[config.mk]
export PLATFORM = sky130hd
export DESIGN_NAME = event_filter_trace_log_unit_flat
export DESIGN_NICKNAME = d
export VERILOG_FILES = /design/src/rtl/eftl_pkg.sv /design/src/rtl/eftl_if.sv /design/src/rtl/eftl_rule_cell.sv /design/src/rtl/eftl_log_ring.sv /design/src/rtl/event_filter_trace_log_unit.sv /design/src/flat_wrapper.sv
export SDC_FILE = /design/constraint.sdc
export NUM_CORES = 2
export LEC_CHECK = 0
export BUFFER_PORTS_ARGS = -buffer_cell sky130_fd_sc_hd__buf_4
export CAP_MARGIN = 20
export CORE_MARGIN = 1.5
export CORE_UTILIZATION = 35
export CTS_CLUSTER_SIZE = 14
export DETAILED_ROUTE_END_ITERATION = 8
export SLEW_MARGIN = 20
export SYNTH_ARGS = -nofsm -noshare
export SYNTH_HDL_FRONTEND = slang
export SYNTH_SLANG_ARGS = --single-unit
export TNS_END_PERCENT = 30
[constraint.sdc]
create_clock -name clk -period 6.8 [get_ports clk]
set_input_delay 1.36 -clock clk [delete_from_list [all_inputs] [get_ports clk]]
set_output_delay 1.36 -clock clk [all_outputs]
set_load 0.01 [all_outputs]
[src/rtl/eftl_pkg.sv]
// Shared types and constants for the event filter trace log.
package eftl_pkg;

  localparam int RULE_SLOTS_DEF = 16;
  localparam int LOG_DEPTH_DEF  = 64;

  // Rule count and delete index travel at a fixed width that covers up to 127 slots
  localparam int RULE_CNT_W = 7;

  typedef enum logic [1:0] {
    KIND_LOG  = 2'd0,
    KIND_ADD  = 2'd1,
    KIND_DEL  = 2'd2,
    KIND_READ = 2'd3
  } kind_t;

  typedef enum logic [1:0] {
    FILT_ANY  = 2'd0,
    FILT_FAIL = 2'd1,
    FILT_PASS = 2'd2,
    FILT_RSVD = 2'd3
  } filt_t;

  localparam logic REG_LOG_EN = 1'b0;

  typedef struct packed {
    logic       enabled;
    logic [7:0] code;
    logic [1:0] filter;
  } rule_t;

  typedef struct packed {
    logic                  add;
    logic                  del;
    logic [RULE_CNT_W-1:0] count;
    logic [RULE_CNT_W-1:0] del_idx;
    rule_t                 new_rule;
    logic [7:0]            ev_code;
    logic                  ev_ok;
  } rule_ctl_t;

  typedef struct packed {
    logic [31:0] id;
    logic [7:0]  code;
    logic        ok;
    logic [15:0] pid;
  } rec_t;

  typedef struct packed {
    logic        push;
    logic        pop;
    logic [7:0]  code;
    logic        ok;
    logic [15:0] pid;
  } ring_ctl_t;

endpackage

[src/rtl/eftl_if.sv]
// Command and response channel interfaces.
interface eftl_cmd_if;
  logic        valid;
  logic        ready;
  logic [1:0]  kind;
  logic [7:0]  event_type;
  logic        success;
  logic [15:0] pid;
  logic [7:0]  rule_type;
  logic [1:0]  rule_filter;
  logic        rule_enabled;
  logic [3:0]  rule_index;

  modport source(output valid, kind, event_type, success, pid, rule_type, rule_filter,
                 rule_enabled, rule_index, input ready);
  modport sink(input valid, kind, event_type, success, pid, rule_type, rule_filter,
               rule_enabled, rule_index, output ready);
endinterface

interface eftl_rsp_if;
  logic        valid;
  logic        ready;
  logic        status;
  logic [3:0]  rule_slot;
  logic        logged;
  logic [31:0] rec_id;
  logic [31:0] rec_serial;
  logic [7:0]  rec_type;
  logic        rec_success;
  logic [15:0] rec_pid;
  logic [6:0]  record_count;

  modport source(output valid, status, rule_slot, logged, rec_id, rec_serial, rec_type,
                 rec_success, rec_pid, record_count, input ready);
  modport sink(input valid, status, rule_slot, logged, rec_id, rec_serial, rec_type,
               rec_success, rec_pid, record_count, output ready);
endinterface

[src/rtl/eftl_rule_cell.sv]
// One rule slot: holds a rule, matches events, shifts down on delete.
module eftl_rule_cell #(
  parameter int IDX = 0
) (
  input  logic               clk,
  input  logic               commit,
  input  eftl_pkg::rule_ctl_t ctl,
  input  eftl_pkg::rule_t    nbr,
  output eftl_pkg::rule_t    rule,
  output logic               hit
);

  localparam logic [eftl_pkg::RULE_CNT_W-1:0] MY_IDX = eftl_pkg::RULE_CNT_W'(IDX);

  logic live;
  logic code_ok;
  logic filt_ok;

  assign live    = MY_IDX < ctl.count;
  assign code_ok = (rule.code == 8'd0) || (rule.code == ctl.ev_code);

  always_comb begin
    case (eftl_pkg::filt_t'(rule.filter))
      eftl_pkg::FILT_FAIL: filt_ok = !ctl.ev_ok;
      eftl_pkg::FILT_PASS: filt_ok = ctl.ev_ok;
      default:             filt_ok = 1'b1;
    endcase
  end

  assign hit = live && rule.enabled && code_ok && filt_ok;

  // delete: every slot at or above the hole takes its upper neighbor
  always_ff @(posedge clk) begin
    if (commit) begin
      if (ctl.add && (MY_IDX == ctl.count)) begin
        rule <= ctl.new_rule;
      end else if (ctl.del && (MY_IDX >= ctl.del_idx)) begin
        rule <= nbr;
      end
    end
  end

endmodule

[src/rtl/eftl_log_ring.sv]
// Ring log of records with overwrite-oldest, running id and registered read.
module eftl_log_ring #(
  parameter int LOG_DEPTH = eftl_pkg::LOG_DEPTH_DEF
) (
  input  logic                           clk,
  input  logic                           rst,
  input  eftl_pkg::ring_ctl_t            ctl,
  output eftl_pkg::rec_t                 rd_rec,
  output logic                           empty,
  output logic [$clog2(LOG_DEPTH+1)-1:0] count_next
);

  localparam int PW = $clog2(LOG_DEPTH);
  localparam int CW = $clog2(LOG_DEPTH + 1);
  localparam logic [PW-1:0] LAST = PW'(LOG_DEPTH - 1);
  localparam logic [CW-1:0] FULL = CW'(LOG_DEPTH);

  eftl_pkg::rec_t mem [LOG_DEPTH];

  logic [PW-1:0] head;
  logic [PW-1:0] tail;
  logic [CW-1:0] count;
  logic [31:0]   next_id;
  logic          full;
  logic [PW-1:0] head_inc;
  logic [PW-1:0] tail_inc;

  assign full     = count == FULL;
  assign empty    = count == '0;
  assign head_inc = (head == LAST) ? '0 : head + 1'b1;
  assign tail_inc = (tail == LAST) ? '0 : tail + 1'b1;

  always_comb begin
    count_next = count;
    if (ctl.push && !full) begin
      count_next = count + 1'b1;
    end else if (ctl.pop) begin
      count_next = count - 1'b1;
    end
  end

  always_ff @(posedge clk) begin
    rd_rec <= mem[head];
    if (ctl.push) begin
      mem[tail] <= '{id: next_id, code: ctl.code, ok: ctl.ok, pid: ctl.pid};
    end
  end

  always_ff @(posedge clk) begin
    if (rst) begin
      head    <= '0;
      tail    <= '0;
      count   <= '0;
      next_id <= '0;
    end else begin
      count <= count_next;
      if (ctl.push) begin
        tail    <= tail_inc;
        next_id <= next_id + 32'd1;
        if (full) begin
          head <= head_inc;
        end
      end else if (ctl.pop) begin
        head <= head_inc;
      end
    end
  end

endmodule

[src/rtl/event_filter_trace_log_unit.sv]
// Event filter trace log: top level with command sequencer and config port.
//
// Usage: commands enter on the cmd channel (valid/ready). kind selects log
// event, add rule, delete rule or read oldest record. Every command gives
// exactly one response word on the rsp channel.
// Timing: a command is taken in the idle cycle, executed in the next one and
// its response is registered at the end of that cycle. A new command is only
// taken after the last one has executed; the idle cycle holds the registered
// read of the log memory at the head pointer, which the execute cycle consumes.
// Rules sit in a row of cells; each compares its own rule against the event,
// and on delete every cell above the hole copies its upper neighbor.
// The log is a ring memory; a full log drops its oldest record on a new one.
// Stall: the response register holds its word until taken. A new command is
// still taken while a word waits; its execute cycle then waits until the
// response register is free.
// Reset (synchronous, rst high): rule count, log pointers, record count and
// running id go to zero and logging is enabled. Rule and log storage are not
// cleared; only written entries are ever read.
// Config: one APB register at address 0, bit 0 = logging enable.
module event_filter_trace_log_unit #(
  parameter int RULE_SLOTS = eftl_pkg::RULE_SLOTS_DEF,
  parameter int LOG_DEPTH  = eftl_pkg::LOG_DEPTH_DEF
) (
  input  logic        clk,
  input  logic        rst,
  eftl_cmd_if.sink    cmd,
  eftl_rsp_if.source  rsp,
  input  logic        psel,
  input  logic        penable,
  input  logic        pwrite,
  input  logic [2:0]  paddr,
  input  logic [31:0] pwdata,
  output logic [31:0] prdata,
  output logic        pready
);

  localparam int RCW = eftl_pkg::RULE_CNT_W;
  localparam int LCW = $clog2(LOG_DEPTH + 1);
  localparam logic [RCW-1:0] SLOTS = RCW'(RULE_SLOTS);

  typedef enum logic {ST_IDLE, ST_EXEC} state_t;

  state_t state;

  // configuration
  logic log_en;
  assign pready = 1'b1;
  assign prdata = (paddr[2] == eftl_pkg::REG_LOG_EN) ? {31'd0, log_en} : 32'd0;

  always_ff @(posedge clk) begin
    if (rst) begin
      log_en <= 1'b1;
    end else if (psel && penable && pwrite && (paddr[2] == eftl_pkg::REG_LOG_EN)) begin
      log_en <= pwdata[0];
    end
  end

  // captured command word
  eftl_pkg::kind_t kind;
  logic [7:0]      ev_code;
  logic            ev_ok;
  logic [15:0]     ev_pid;
  eftl_pkg::rule_t new_rule;
  logic [3:0]      del_idx;

  logic [RCW-1:0] rules_held;
  logic           commit;
  logic           out_valid;

  assign cmd.ready = state == ST_IDLE;
  assign commit    = (state == ST_EXEC) && (!out_valid || rsp.ready);

  // rule cell row
  eftl_pkg::rule_ctl_t rctl;
  eftl_pkg::rule_t     rules [RULE_SLOTS];
  logic [RULE_SLOTS-1:0] hits;
  logic add_err;
  logic del_err;
  logic hit;

  assign add_err = rules_held >= SLOTS;
  assign del_err = {{(RCW-4){1'b0}}, del_idx} >= rules_held;
  assign hit     = (rules_held == '0) || (|hits);

  assign rctl.add      = kind == eftl_pkg::KIND_ADD && !add_err;
  assign rctl.del      = kind == eftl_pkg::KIND_DEL && !del_err;
  assign rctl.count    = rules_held;
  assign rctl.del_idx  = {{(RCW-4){1'b0}}, del_idx};
  assign rctl.new_rule = new_rule;
  assign rctl.ev_code  = ev_code;
  assign rctl.ev_ok    = ev_ok;

  for (genvar g = 0; g < RULE_SLOTS; g++) begin : g_cell
    eftl_pkg::rule_t nbr;
    if (g == RULE_SLOTS - 1) begin : g_end
      assign nbr = '0;
    end else begin : g_mid
      assign nbr = rules[g+1];
    end
    eftl_rule_cell #(.IDX(g)) u_cell (
      .clk    (clk),
      .commit (commit),
      .ctl    (rctl),
      .nbr    (nbr),
      .rule   (rules[g]),
      .hit    (hits[g])
    );
  end

  // log ring
  eftl_pkg::ring_ctl_t lctl;
  eftl_pkg::rec_t      rd_rec;
  logic                log_empty;
  logic [LCW-1:0]      log_count_next;
  logic                do_push;
  logic                do_pop;
  logic [31:0]         count_wide;

  assign do_push   = kind == eftl_pkg::KIND_LOG && log_en && hit;
  assign do_pop    = kind == eftl_pkg::KIND_READ && !log_empty;
  assign lctl.push = commit && do_push;
  assign lctl.pop  = commit && do_pop;
  assign lctl.code = ev_code;
  assign lctl.ok   = ev_ok;
  assign lctl.pid  = ev_pid;

  eftl_log_ring #(.LOG_DEPTH(LOG_DEPTH)) u_ring (
    .clk        (clk),
    .rst        (rst),
    .ctl        (lctl),
    .rd_rec     (rd_rec),
    .empty      (log_empty),
    .count_next (log_count_next)
  );

  assign count_wide = 32'(log_count_next);

  // response register
  logic        res_status;
  logic [3:0]  res_slot;
  logic        res_logged;
  eftl_pkg::rec_t res_rec;
  logic [31:0] res_serial;
  logic [6:0]  res_count;

  logic        status_next;
  logic [3:0]  slot_next;
  eftl_pkg::rec_t rec_next;
  logic [31:0] serial_next;

  always_comb begin
    status_next = 1'b0;
    slot_next   = 4'd0;
    rec_next    = '0;
    serial_next = 32'd0;
    unique case (kind)
      eftl_pkg::KIND_LOG:  status_next = 1'b0;
      eftl_pkg::KIND_ADD: begin
        status_next = add_err;
        slot_next   = add_err ? 4'd0 : rules_held[3:0];
      end
      eftl_pkg::KIND_DEL:  status_next = del_err;
      eftl_pkg::KIND_READ: begin
        status_next = log_empty;
        rec_next    = log_empty ? '0 : rd_rec;
        serial_next = log_empty ? 32'd0 : rd_rec.id + 32'd1;
      end
      default:             status_next = 1'b0;
    endcase
  end

  always_ff @(posedge clk) begin
    if (rst) begin
      state      <= ST_IDLE;
      out_valid  <= 1'b0;
      rules_held <= '0;
    end else begin
      if (rsp.ready && !commit) begin
        out_valid <= 1'b0;
      end
      unique case (state)
        ST_IDLE: begin
          if (cmd.valid) begin
            state    <= ST_EXEC;
            kind     <= eftl_pkg::kind_t'(cmd.kind);
            ev_code  <= cmd.event_type;
            ev_ok    <= cmd.success;
            ev_pid   <= cmd.pid;
            new_rule <= '{enabled: cmd.rule_enabled, code: cmd.rule_type,
                          filter: cmd.rule_filter};
            del_idx  <= cmd.rule_index;
          end
        end
        ST_EXEC: begin
          if (commit) begin
            state      <= ST_IDLE;
            out_valid  <= 1'b1;
            res_status <= status_next;
            res_slot   <= slot_next;
            res_logged <= do_push;
            res_rec    <= rec_next;
            res_serial <= serial_next;
            res_count  <= count_wide[6:0];
            if (rctl.add) begin
              rules_held <= rules_held + 1'b1;
            end else if (rctl.del) begin
              rules_held <= rules_held - 1'b1;
            end
          end
        end
        default: state <= ST_IDLE;
      endcase
    end
  end

  assign rsp.valid        = out_valid;
  assign rsp.status       = res_status;
  assign rsp.rule_slot    = res_slot;
  assign rsp.logged       = res_logged;
  assign rsp.rec_id       = res_rec.id;
  assign rsp.rec_serial   = res_serial;
  assign rsp.rec_type     = res_rec.code;
  assign rsp.rec_success  = res_rec.ok;
  assign rsp.rec_pid      = res_rec.pid;
  assign rsp.record_count = res_count;

endmodule
[src/flat_wrapper.sv]
// flat-port wrapper written by rule: the top's interface ports become plain ports
module event_filter_trace_log_unit_flat 
#(
  parameter int RULE_SLOTS = eftl_pkg::RULE_SLOTS_DEF,
  parameter int LOG_DEPTH  = eftl_pkg::LOG_DEPTH_DEF
)
  (clk, rst, psel, penable, pwrite, paddr, pwdata, prdata, pready, cmd_valid, cmd_kind, cmd_event_type, cmd_success, cmd_pid, cmd_rule_type, cmd_rule_filter, cmd_rule_enabled, cmd_rule_index, cmd_ready, rsp_valid, rsp_status, rsp_rule_slot, rsp_logged, rsp_rec_id, rsp_rec_serial, rsp_rec_type, rsp_rec_success, rsp_rec_pid, rsp_record_count, rsp_ready);
  eftl_cmd_if cmd_i ();
  eftl_rsp_if rsp_i ();
  input  logic clk;
  input  logic rst;
  input  logic psel;
  input  logic penable;
  input  logic pwrite;
  input  logic [2:0] paddr;
  input  logic [31:0] pwdata;
  output logic [31:0] prdata;
  output logic pready;
  input wire logic [$bits(cmd_i.valid)-1:0] cmd_valid;
  input wire logic [$bits(cmd_i.kind)-1:0] cmd_kind;
  input wire logic [$bits(cmd_i.event_type)-1:0] cmd_event_type;
  input wire logic [$bits(cmd_i.success)-1:0] cmd_success;
  input wire logic [$bits(cmd_i.pid)-1:0] cmd_pid;
  input wire logic [$bits(cmd_i.rule_type)-1:0] cmd_rule_type;
  input wire logic [$bits(cmd_i.rule_filter)-1:0] cmd_rule_filter;
  input wire logic [$bits(cmd_i.rule_enabled)-1:0] cmd_rule_enabled;
  input wire logic [$bits(cmd_i.rule_index)-1:0] cmd_rule_index;
  output wire logic [$bits(cmd_i.ready)-1:0] cmd_ready;
  output wire logic [$bits(rsp_i.valid)-1:0] rsp_valid;
  output wire logic [$bits(rsp_i.status)-1:0] rsp_status;
  output wire logic [$bits(rsp_i.rule_slot)-1:0] rsp_rule_slot;
  output wire logic [$bits(rsp_i.logged)-1:0] rsp_logged;
  output wire logic [$bits(rsp_i.rec_id)-1:0] rsp_rec_id;
  output wire logic [$bits(rsp_i.rec_serial)-1:0] rsp_rec_serial;
  output wire logic [$bits(rsp_i.rec_type)-1:0] rsp_rec_type;
  output wire logic [$bits(rsp_i.rec_success)-1:0] rsp_rec_success;
  output wire logic [$bits(rsp_i.rec_pid)-1:0] rsp_rec_pid;
  output wire logic [$bits(rsp_i.record_count)-1:0] rsp_record_count;
  input wire logic [$bits(rsp_i.ready)-1:0] rsp_ready;
  assign cmd_i.valid = cmd_valid;
  assign cmd_i.kind = cmd_kind;
  assign cmd_i.event_type = cmd_event_type;
  assign cmd_i.success = cmd_success;
  assign cmd_i.pid = cmd_pid;
  assign cmd_i.rule_type = cmd_rule_type;
  assign cmd_i.rule_filter = cmd_rule_filter;
  assign cmd_i.rule_enabled = cmd_rule_enabled;
  assign cmd_i.rule_index = cmd_rule_index;
  assign cmd_ready = cmd_i.ready;
  assign rsp_valid = rsp_i.valid;
  assign rsp_status = rsp_i.status;
  assign rsp_rule_slot = rsp_i.rule_slot;
  assign rsp_logged = rsp_i.logged;
  assign rsp_rec_id = rsp_i.rec_id;
  assign rsp_rec_serial = rsp_i.rec_serial;
  assign rsp_rec_type = rsp_i.rec_type;
  assign rsp_rec_success = rsp_i.rec_success;
  assign rsp_rec_pid = rsp_i.rec_pid;
  assign rsp_record_count = rsp_i.record_count;
  assign rsp_i.ready = rsp_ready;
  event_filter_trace_log_unit #(.RULE_SLOTS(RULE_SLOTS), .LOG_DEPTH(LOG_DEPTH)) u_core (.clk(clk), .rst(rst), .cmd(cmd_i), .rsp(rsp_i), .psel(psel), .penable(penable), .pwrite(pwrite), .paddr(paddr), .pwdata(pwdata), .prdata(prdata), .pready(pready));
endmodule
* Word-level counts from Yosys, hierarchy flattened
Memories as Yosys holds them, arrays and structs flattened. A register that Yosys moved wholly into a read port is not among the register bits.
Cells that the tools add are included.
** Storage, ports and cells
- Bits in registers :: 381
- Memory bits (writable) :: 3648
- Input port bits :: 84
- Output and inout port bits :: 137
- Word-level logic and storage cells :: 436
- Memories kept :: 1
** Memories
- u_core.u_ring.mem :: words 64, width 57, read ports 1, clocked after Yosys merged registers in 1, wr ports 1, RTL line eftl_log_ring.sv:18 : eftl_pkg::rec_t mem [LOG_DEPTH];
** Cells by class
- Add/sub/neg operators :: 8
- Order comparisons :: 34
- Equal/unequal tests :: 70
- Multiplexer cells :: 67
- Bitwise operators :: 5
- Reduce and logical (&&, ||, !) cells :: 178
** Operators with widths (count)
- two-way mux 11 bit :: 32
- == test 8 bit :: 16
- logical NOT 8 bit :: 16
- logical AND 1 bit :: 93
- adder 32 x 1 -> 32 bit (second input constant) :: 2
- == test 4 x 7 -> 1 bit (first input constant) :: 8
- < comparator 4 x 7 -> 1 bit (first input constant) :: 8
- == test 2 bit (second input constant) :: 18
- nonzero test 2 bit :: 18
- == test 2 x 1 -> 1 bit (second input constant) :: 17
- case mux 1 bit (2 select lines) :: 17
- AND reduction 2 bit :: 17
- greater-or-equal comparator 4 bit (first input constant) :: 8
- two-way mux 6 bit :: 5
- == test 3 x 7 -> 1 bit (first input constant) :: 4
- < comparator 3 x 7 -> 1 bit (first input constant) :: 4
- two-way mux 7 bit :: 4
- logical OR 1 bit :: 18
- greater-or-equal comparator 3 x 4 -> 1 bit (first input constant) :: 4
- OR reduction 16 bit :: 1
- adder 7 x 1 -> 7 bit (second input constant) :: 2
- == test 2 x 7 -> 1 bit (first input constant) :: 2
- logical NOT 7 bit :: 2
- < comparator 1 x 7 -> 1 bit (first input constant) :: 2
- other kinds (18) :: 44

* Depth between registers and ports, before layout
- Word-level depth :: 10
- Gate-level depth with buffers :: 14
- Mapped depth without buffers :: 11

* Hierarchy
From an unflattened synthesis, not the netlist that was laid out.
** Second synthesis, totals
- Cells, all modules :: 7623
- Area total of the unflattened synthesis :: 160591.5 sq um
** Modules (own cells, without submodules)
- eftl_log_ring :: instances 1, cells each 6327, area an instance 142434.1 sq um, seq. area each 111707.1 sq um
- event_filter_trace_log_unit :: instances 1, cells each 481, area an instance 6632.6 sq um, seq. area each 4524.3 sq um
- eftl_rule_cell (u_core.g_cell[12].u_cell ...) :: instances 2, cells each 53, area an instance 718.2 sq um, seq. area each 330.3 sq um
- eftl_rule_cell (u_core.g_cell[10].u_cell) :: instances 1, cells each 52, area an instance 743.2 sq um, seq. area each 330.3 sq um
- eftl_rule_cell (u_core.g_cell[13].u_cell) :: instances 1, cells each 52, area an instance 737.0 sq um, seq. area each 330.3 sq um
- eftl_rule_cell (u_core.g_cell[8].u_cell) :: instances 1, cells each 51, area an instance 730.7 sq um, seq. area each 330.3 sq um
- eftl_rule_cell (u_core.g_cell[6].u_cell) :: instances 1, cells each 51, area an instance 729.4 sq um, seq. area each 330.3 sq um
- eftl_rule_cell (u_core.g_cell[5].u_cell) :: instances 1, cells each 51, area an instance 726.9 sq um, seq. area each 330.3 sq um
- eftl_rule_cell (u_core.g_cell[9].u_cell) :: instances 1, cells each 52, area an instance 725.7 sq um, seq. area each 330.3 sq um
- eftl_rule_cell (u_core.g_cell[0].u_cell) :: instances 1, cells each 50, area an instance 721.9 sq um, seq. area each 330.3 sq um
- eftl_rule_cell (u_core.g_cell[14].u_cell) :: instances 1, cells each 51, area an instance 720.7 sq um, seq. area each 330.3 sq um
- eftl_rule_cell (u_core.g_cell[15].u_cell) :: instances 1, cells each 48, area an instance 715.7 sq um, seq. area each 330.3 sq um
- eftl_rule_cell (u_core.g_cell[1].u_cell) :: instances 1, cells each 50, area an instance 711.9 sq um, seq. area each 330.3 sq um
- eftl_rule_cell (u_core.g_cell[7].u_cell) :: instances 1, cells each 49, area an instance 711.9 sq um, seq. area each 330.3 sq um
- +3 rows

* Least setup slack after synthesis
OpenSTA, ideal clock, no wires.
- Path kind :: input -> register
- From :: in rst
- To :: reg u_core.res_logged, in the netlist u_core.rsp.logged, enable pin
- Library setup time :: 0.564 ns
- Arrival :: 6.240 ns
- Data required time :: 6.236 ns
- Setup slack :: -0.004 ns
- Stages on the path :: 4
- Path buffers :: 3
- Cells stage by stage :: clkbuf_1 clkbuf_1 buf_1 nor2_1
** On the way
- Longest elaborated chain between the ends :: 2
** RTL lines
- start: declaration :: RTL line flat_wrapper.sv:11 : input logic rst;
- inverter 1 bit (no line)
- AND reduction 3 bit (no line)
- end signal: assignment :: RTL line event_filter_trace_log_unit.sv:200 : res_logged <= do_push;
- end: declaration :: RTL line event_filter_trace_log_unit.sv:141 : logic res_logged;
Every way passes these cells.
A chain may end at the register's enable or synchronous reset.

* Final worst setup path
- From :: reg u_core.ev_code[1]
- To :: mem u_core.u_ring.mem[48][17] (netlist name), enable pin
** On the way
- Longest elaborated chain between the ends :: 10
- Elaborated cells between the ends (all ways) :: 70
- Those cells by class :: eq/ne (16); mux (2); reduce/logical (52)
** RTL lines
- start: declaration :: RTL line event_filter_trace_log_unit.sv:60 : logic [7:0] ev_code;
- start signal: assignment :: RTL line event_filter_trace_log_unit.sv:186 : ev_code <= cmd.event_type;
- == test 8 bit :: RTL line eftl_rule_cell.sv:20 : assign code_ok = (rule.code == 8'd0) || (rule.code == ctl.ev_code);
- logical OR 1 bit :: RTL line eftl_rule_cell.sv:20
- logical AND 1 bit (2 in series) :: RTL line eftl_rule_cell.sv:30 : assign hit = live && rule.enabled && code_ok && filt_ok;
- OR reduction 16 bit * :: RTL line event_filter_trace_log_unit.sv:83 : assign hit = (rules_held == '0) || (|hits);
- logical OR 1 bit * :: RTL line event_filter_trace_log_unit.sv:83
- logical AND 1 bit * :: RTL line event_filter_trace_log_unit.sv:119 : assign do_push = kind == eftl_pkg::KIND_LOG && log_en && hit;
- logical AND 1 bit * :: RTL line event_filter_trace_log_unit.sv:121 : assign lctl.push = commit && do_push;
- two-way mux 1 bit * :: RTL line eftl_log_ring.sv:44 : if (ctl.push) begin
- two-way mux 1 bit (not written as such) * :: RTL line eftl_log_ring.sv:45 : mem[tail] <= '{id: next_id, code: ctl.code, ok: ctl.ok, pid: ctl.pid};
- end: declaration :: RTL line eftl_log_ring.sv:18
Every way passes the cells marked *; elsewhere a longest branch is shown, timed or not.

==> summary.md <==
| Metric | Value |
|---|---|
| Die height | 676 µm |
| Fin crit period | 5.62 ns |
| Setup TNS | 0 ns |
| Min Hold Slack | 0.498 ns |
| Power Density | 284 nW/µm² |
| WS Path Type | flop to flop |
| Post-synth ARST share | 0% |
| Crit-path max FO | 23 |
| Final worst path period share | 82.7% |
| Dpl cells | 12,900 |
| Cts bufs inserted | 411 |
| Number of synthesized flops with an enable pin | 3,968 |
| 1st-pass router iterations | 8 |
| Number of global-route vias before repair | 76,900 |
| WL final | 423,000 µm |
| Total track usage | 18.1% |
| Fin nets | 7,477 |
| Seq/Total Area, Yosys | 76.6% |
| Critical Path AT | 6.25 ns |
| Most frequent CP cell | buf_4 |
| Layout cell share with drive strength beyond 1 | 32.8% |
| Slew Viols, Final | 0 |
| Worst-Margin Slew | 1.12 ns |
| Sink Count | 4,086 |
| Global-route wire length before repair | 593,000 µm |
| Synth warn | 0 |
| Critical Path Sink Type | flop |
| Max Cap Viol | 0 |
| Worst path slowest cell | or4_1 |
| CTS clk-pin slew, worst paths | 0.06 ns |
| Share of the synthesized area in the top cell type | 75.1% |
| #FFs+latches synth | 4,086 |
| Mapped Cells | 6,872 |
| Rel. slew slack | 25.5% |
| Top Ports | 221 |
| Largest net degree at the start of global routing | 135 |
| Static Leak | 57.1 nW |
| Core area | 452,000 µm² |
| CP startpoint kind | flop |
| Synth area leader | edfxtp_1 |
| Met3 usage | 3.50% |
| DR iter-0 viols | 9,818 |
| Vias per cell | 5.56 |
| Hold-fix buffers, CTS | 0 |
| Netlist cell types | 65 |
| Top post-synthesis cells by area | edfxtp_1 75%, mux4_2 17%, dfxtp_1 1.5%, mux2_2 1.3%, xor2_1 0.74% |
| Input/output buffers | 155 |
| Cell row count | 247 |
| Fin Clk Skew | 0.0590 ns |
| Maximum VDD drop | 0.000230 V |
| Clk buf depth | 4 |
| Max Fclk | 178 MHz |
| Initial cell density of the core | 35.1% |
| Post-Syn Area | 159,000 µm² |
| Top-count cell post-synth | edfxtp_1 |
| Met1 Use GR | 25.8% |
| TritonCTS clock tree | built |
| CP cell instances | buf_4 > xor2_1 > nor4_1 > a22oi_1 > o22ai_1 > nor3_1 > nand4_1 > buf_4 > nand3_4 > or4_1 > nor2_4 > buf_12 |
| Worst-skew pair later-pin latency | 0.99 ns |
| Congestion Overflow GR | 0 |
| HPWL Detailed | 224,000 µm |
| Post-DRT Antenna Nets | 0 |
| Post-synth top flop | edfxtp_1 |
| Fillcell total | 39,000 |
| Syn Area/Cell | 23.1 µm² |
| Hold/Removal Path Class | flop to flop |
| Full die area | 458,000 µm² |
| RSZ-0062 raised after global routing | no |
| CP required | 7.43 ns |
| Status | finished, violations left |
| Routing usage on met2 | 28.8% |
| Finish-stage setup viols | 0 |
| Hold Fails Final Rpt | 0 |
| WL/cell | 30.9 µm |
| Via count | 76,100 |
| Largest stage delay, worst path | 0.89 ns |
| Root buf cell | clkbuf_16 |
| Non-Filler Instances | 13,700 |
| Initial antenna violation count | 31 |
| Area grow syn2layout | 15.3% |
| Placer Congestion | 0.799 |
| Top Usage Layer GRT | met2 |
| Synth top cells by count | 3,968 x edfxtp_1, 1,197 x mux4_2, 242 x clkbuf_1 |
| Failing checks | design-rule violations |
| Setup repair bufs after CTS | 0 |
| Post-route DRC | 2 |
| Htree depth | 5 |
| CTS resizes | 0 |
| Die width | 676 µm |
power by group:
part           internal, mW  switching (mW)  leakage [nW]
Combinational         0.592           0.871          11.3
Clock                  13.2            9.72          6.63
Sequential             27.5           0.148          39.1
layout by cell type (no fill, tap or decap), drive strengths merged, types with 5 or more instances in the layout:
cell type and n:
edfxtp 3968, mux4 1197, clkbuf 526, buf 431, mux2 183, clkinv 169, nor2 149, xor2 135
dfxtp 118, and2 74, nor4 69, inv 66, nand2 65, a21oi 62, ha 49, o21ai 45
nand3 44, bufinv 43, xnor2 35, conb 32, nand4 28, or3 26, nor3 20, diode 19
or4 19, a22oi 16, o31ai 16, nor2b 13, clkinvlp 13, and3 13, and4 7, nand2b 5
a21o 5, or2 5
worst max-delay path, delay by kind of cell, from the launching register on:
family	cells	cell delay, ns
simple gates	6	2.78
buf+inv	3	1.05
flops	1	0.83
compound gates	2	0.42
xor+xnor	1	0.11
metal layers:
layer | up-vias | share of wire [%]
met1 | 41800 | 42
met2 | 3514 | 47
met4 | 14 | 2.4
li1 | 30100 | -
met3 | 637 | 8.6
met5 | - | 0.023
cell type report:
cell class              instances  area (µm²)  area share, %
diodes                         19        47.5         0.0260
clock buffers                 526       11000           6.03
flip-flops and latches       4086      122000           66.4
clock inverters               240        2600           1.42
inverters                      51         191          0.105
repair buffers                431        4200           2.30
multi-input cells            2363       35900           19.6
well taps                    5976        7480           4.09
registers in the layout, summed over array words and instances, names as in the netlist, 2 cells and up:
register	flops
u_core.g_cell.u_cell.rule	176
u_core.rsp.rule_slot	4
u_core.del_idx	4
u_core.u_ring.next_id	32
u_core.rsp.record_count	7
u_core.ev_code	8
u_core.kind	2
u_core.u_ring.count	7
u_core.rsp.rec_pid	16
u_core.ev_pid	16
u_core.u_ring.head	6
u_core.rsp.rec_id	32
u_core.u_ring.tail	6
u_core.rules_held	7
u_core.new_rule	11
u_core.rsp.rec_type	8
u_core.u_ring.mem	3648
u_core.rsp.rec_serial	32
u_core.u_ring.rd_rec	57
path summary, 6_finish.rpt:
| check | start | endpoint | slack, ns | depth (start not counted) |
|---|---|---|---|---|
| max | u_core.ev_code[1]$_DFFE_PP_ | u_core.u_ring.mem[48][17]$_DFFE_PP_ | 1.18 | 12 |
| max reg2reg | u_core.ev_code[1]$_DFFE_PP_ | u_core.u_ring.mem[48][17]$_DFFE_PP_ | 1.18 | 12 |
| min reg2reg | u_core.log_en$_SDFFE_PP1P_ | u_core.log_en$_SDFFE_PP1P_ | 0.50 | 1 |
| min | u_core.log_en$_SDFFE_PP1P_ | u_core.log_en$_SDFFE_PP1P_ | 0.50 | 1 |
stage by stage:
| step | utilization (%) | power [mW] | area, µm² | setup WS [ns] |
|---|---|---|---|---|
| final | 40.5 | 52.0 | 183000 | 1.18 |
| after detailed placement | 37.4 | 29.6 | 169000 | 1.21 |
| after global placement | 37.4 | 29.6 | 169000 | 1.17 |
| after floorplan | - | 29.0 | 159000 | 0.656 |
| after global routing | 40.5 | 53.4 | 183000 | 0.964 |
| after CTS | 40.5 | 52.4 | 183000 | 1.19 |
cell families after synthesis:
logic type | count (synthesis) | synth area share (%)
AND/OR/NAND/NOR | 549 | 1.86
other | 2 | 0.00473
adder cells (fa/ha/maj) | 49 | 0.386
multiplexers | 1384 | 18.3
XOR/XNOR | 170 | 0.938
AO/OA/AOI/OAI | 179 | 0.687
buffers and inverters | 453 | 1.25
flip-flops | 4086 | 76.6
Power figures use the tool's default switching activity.
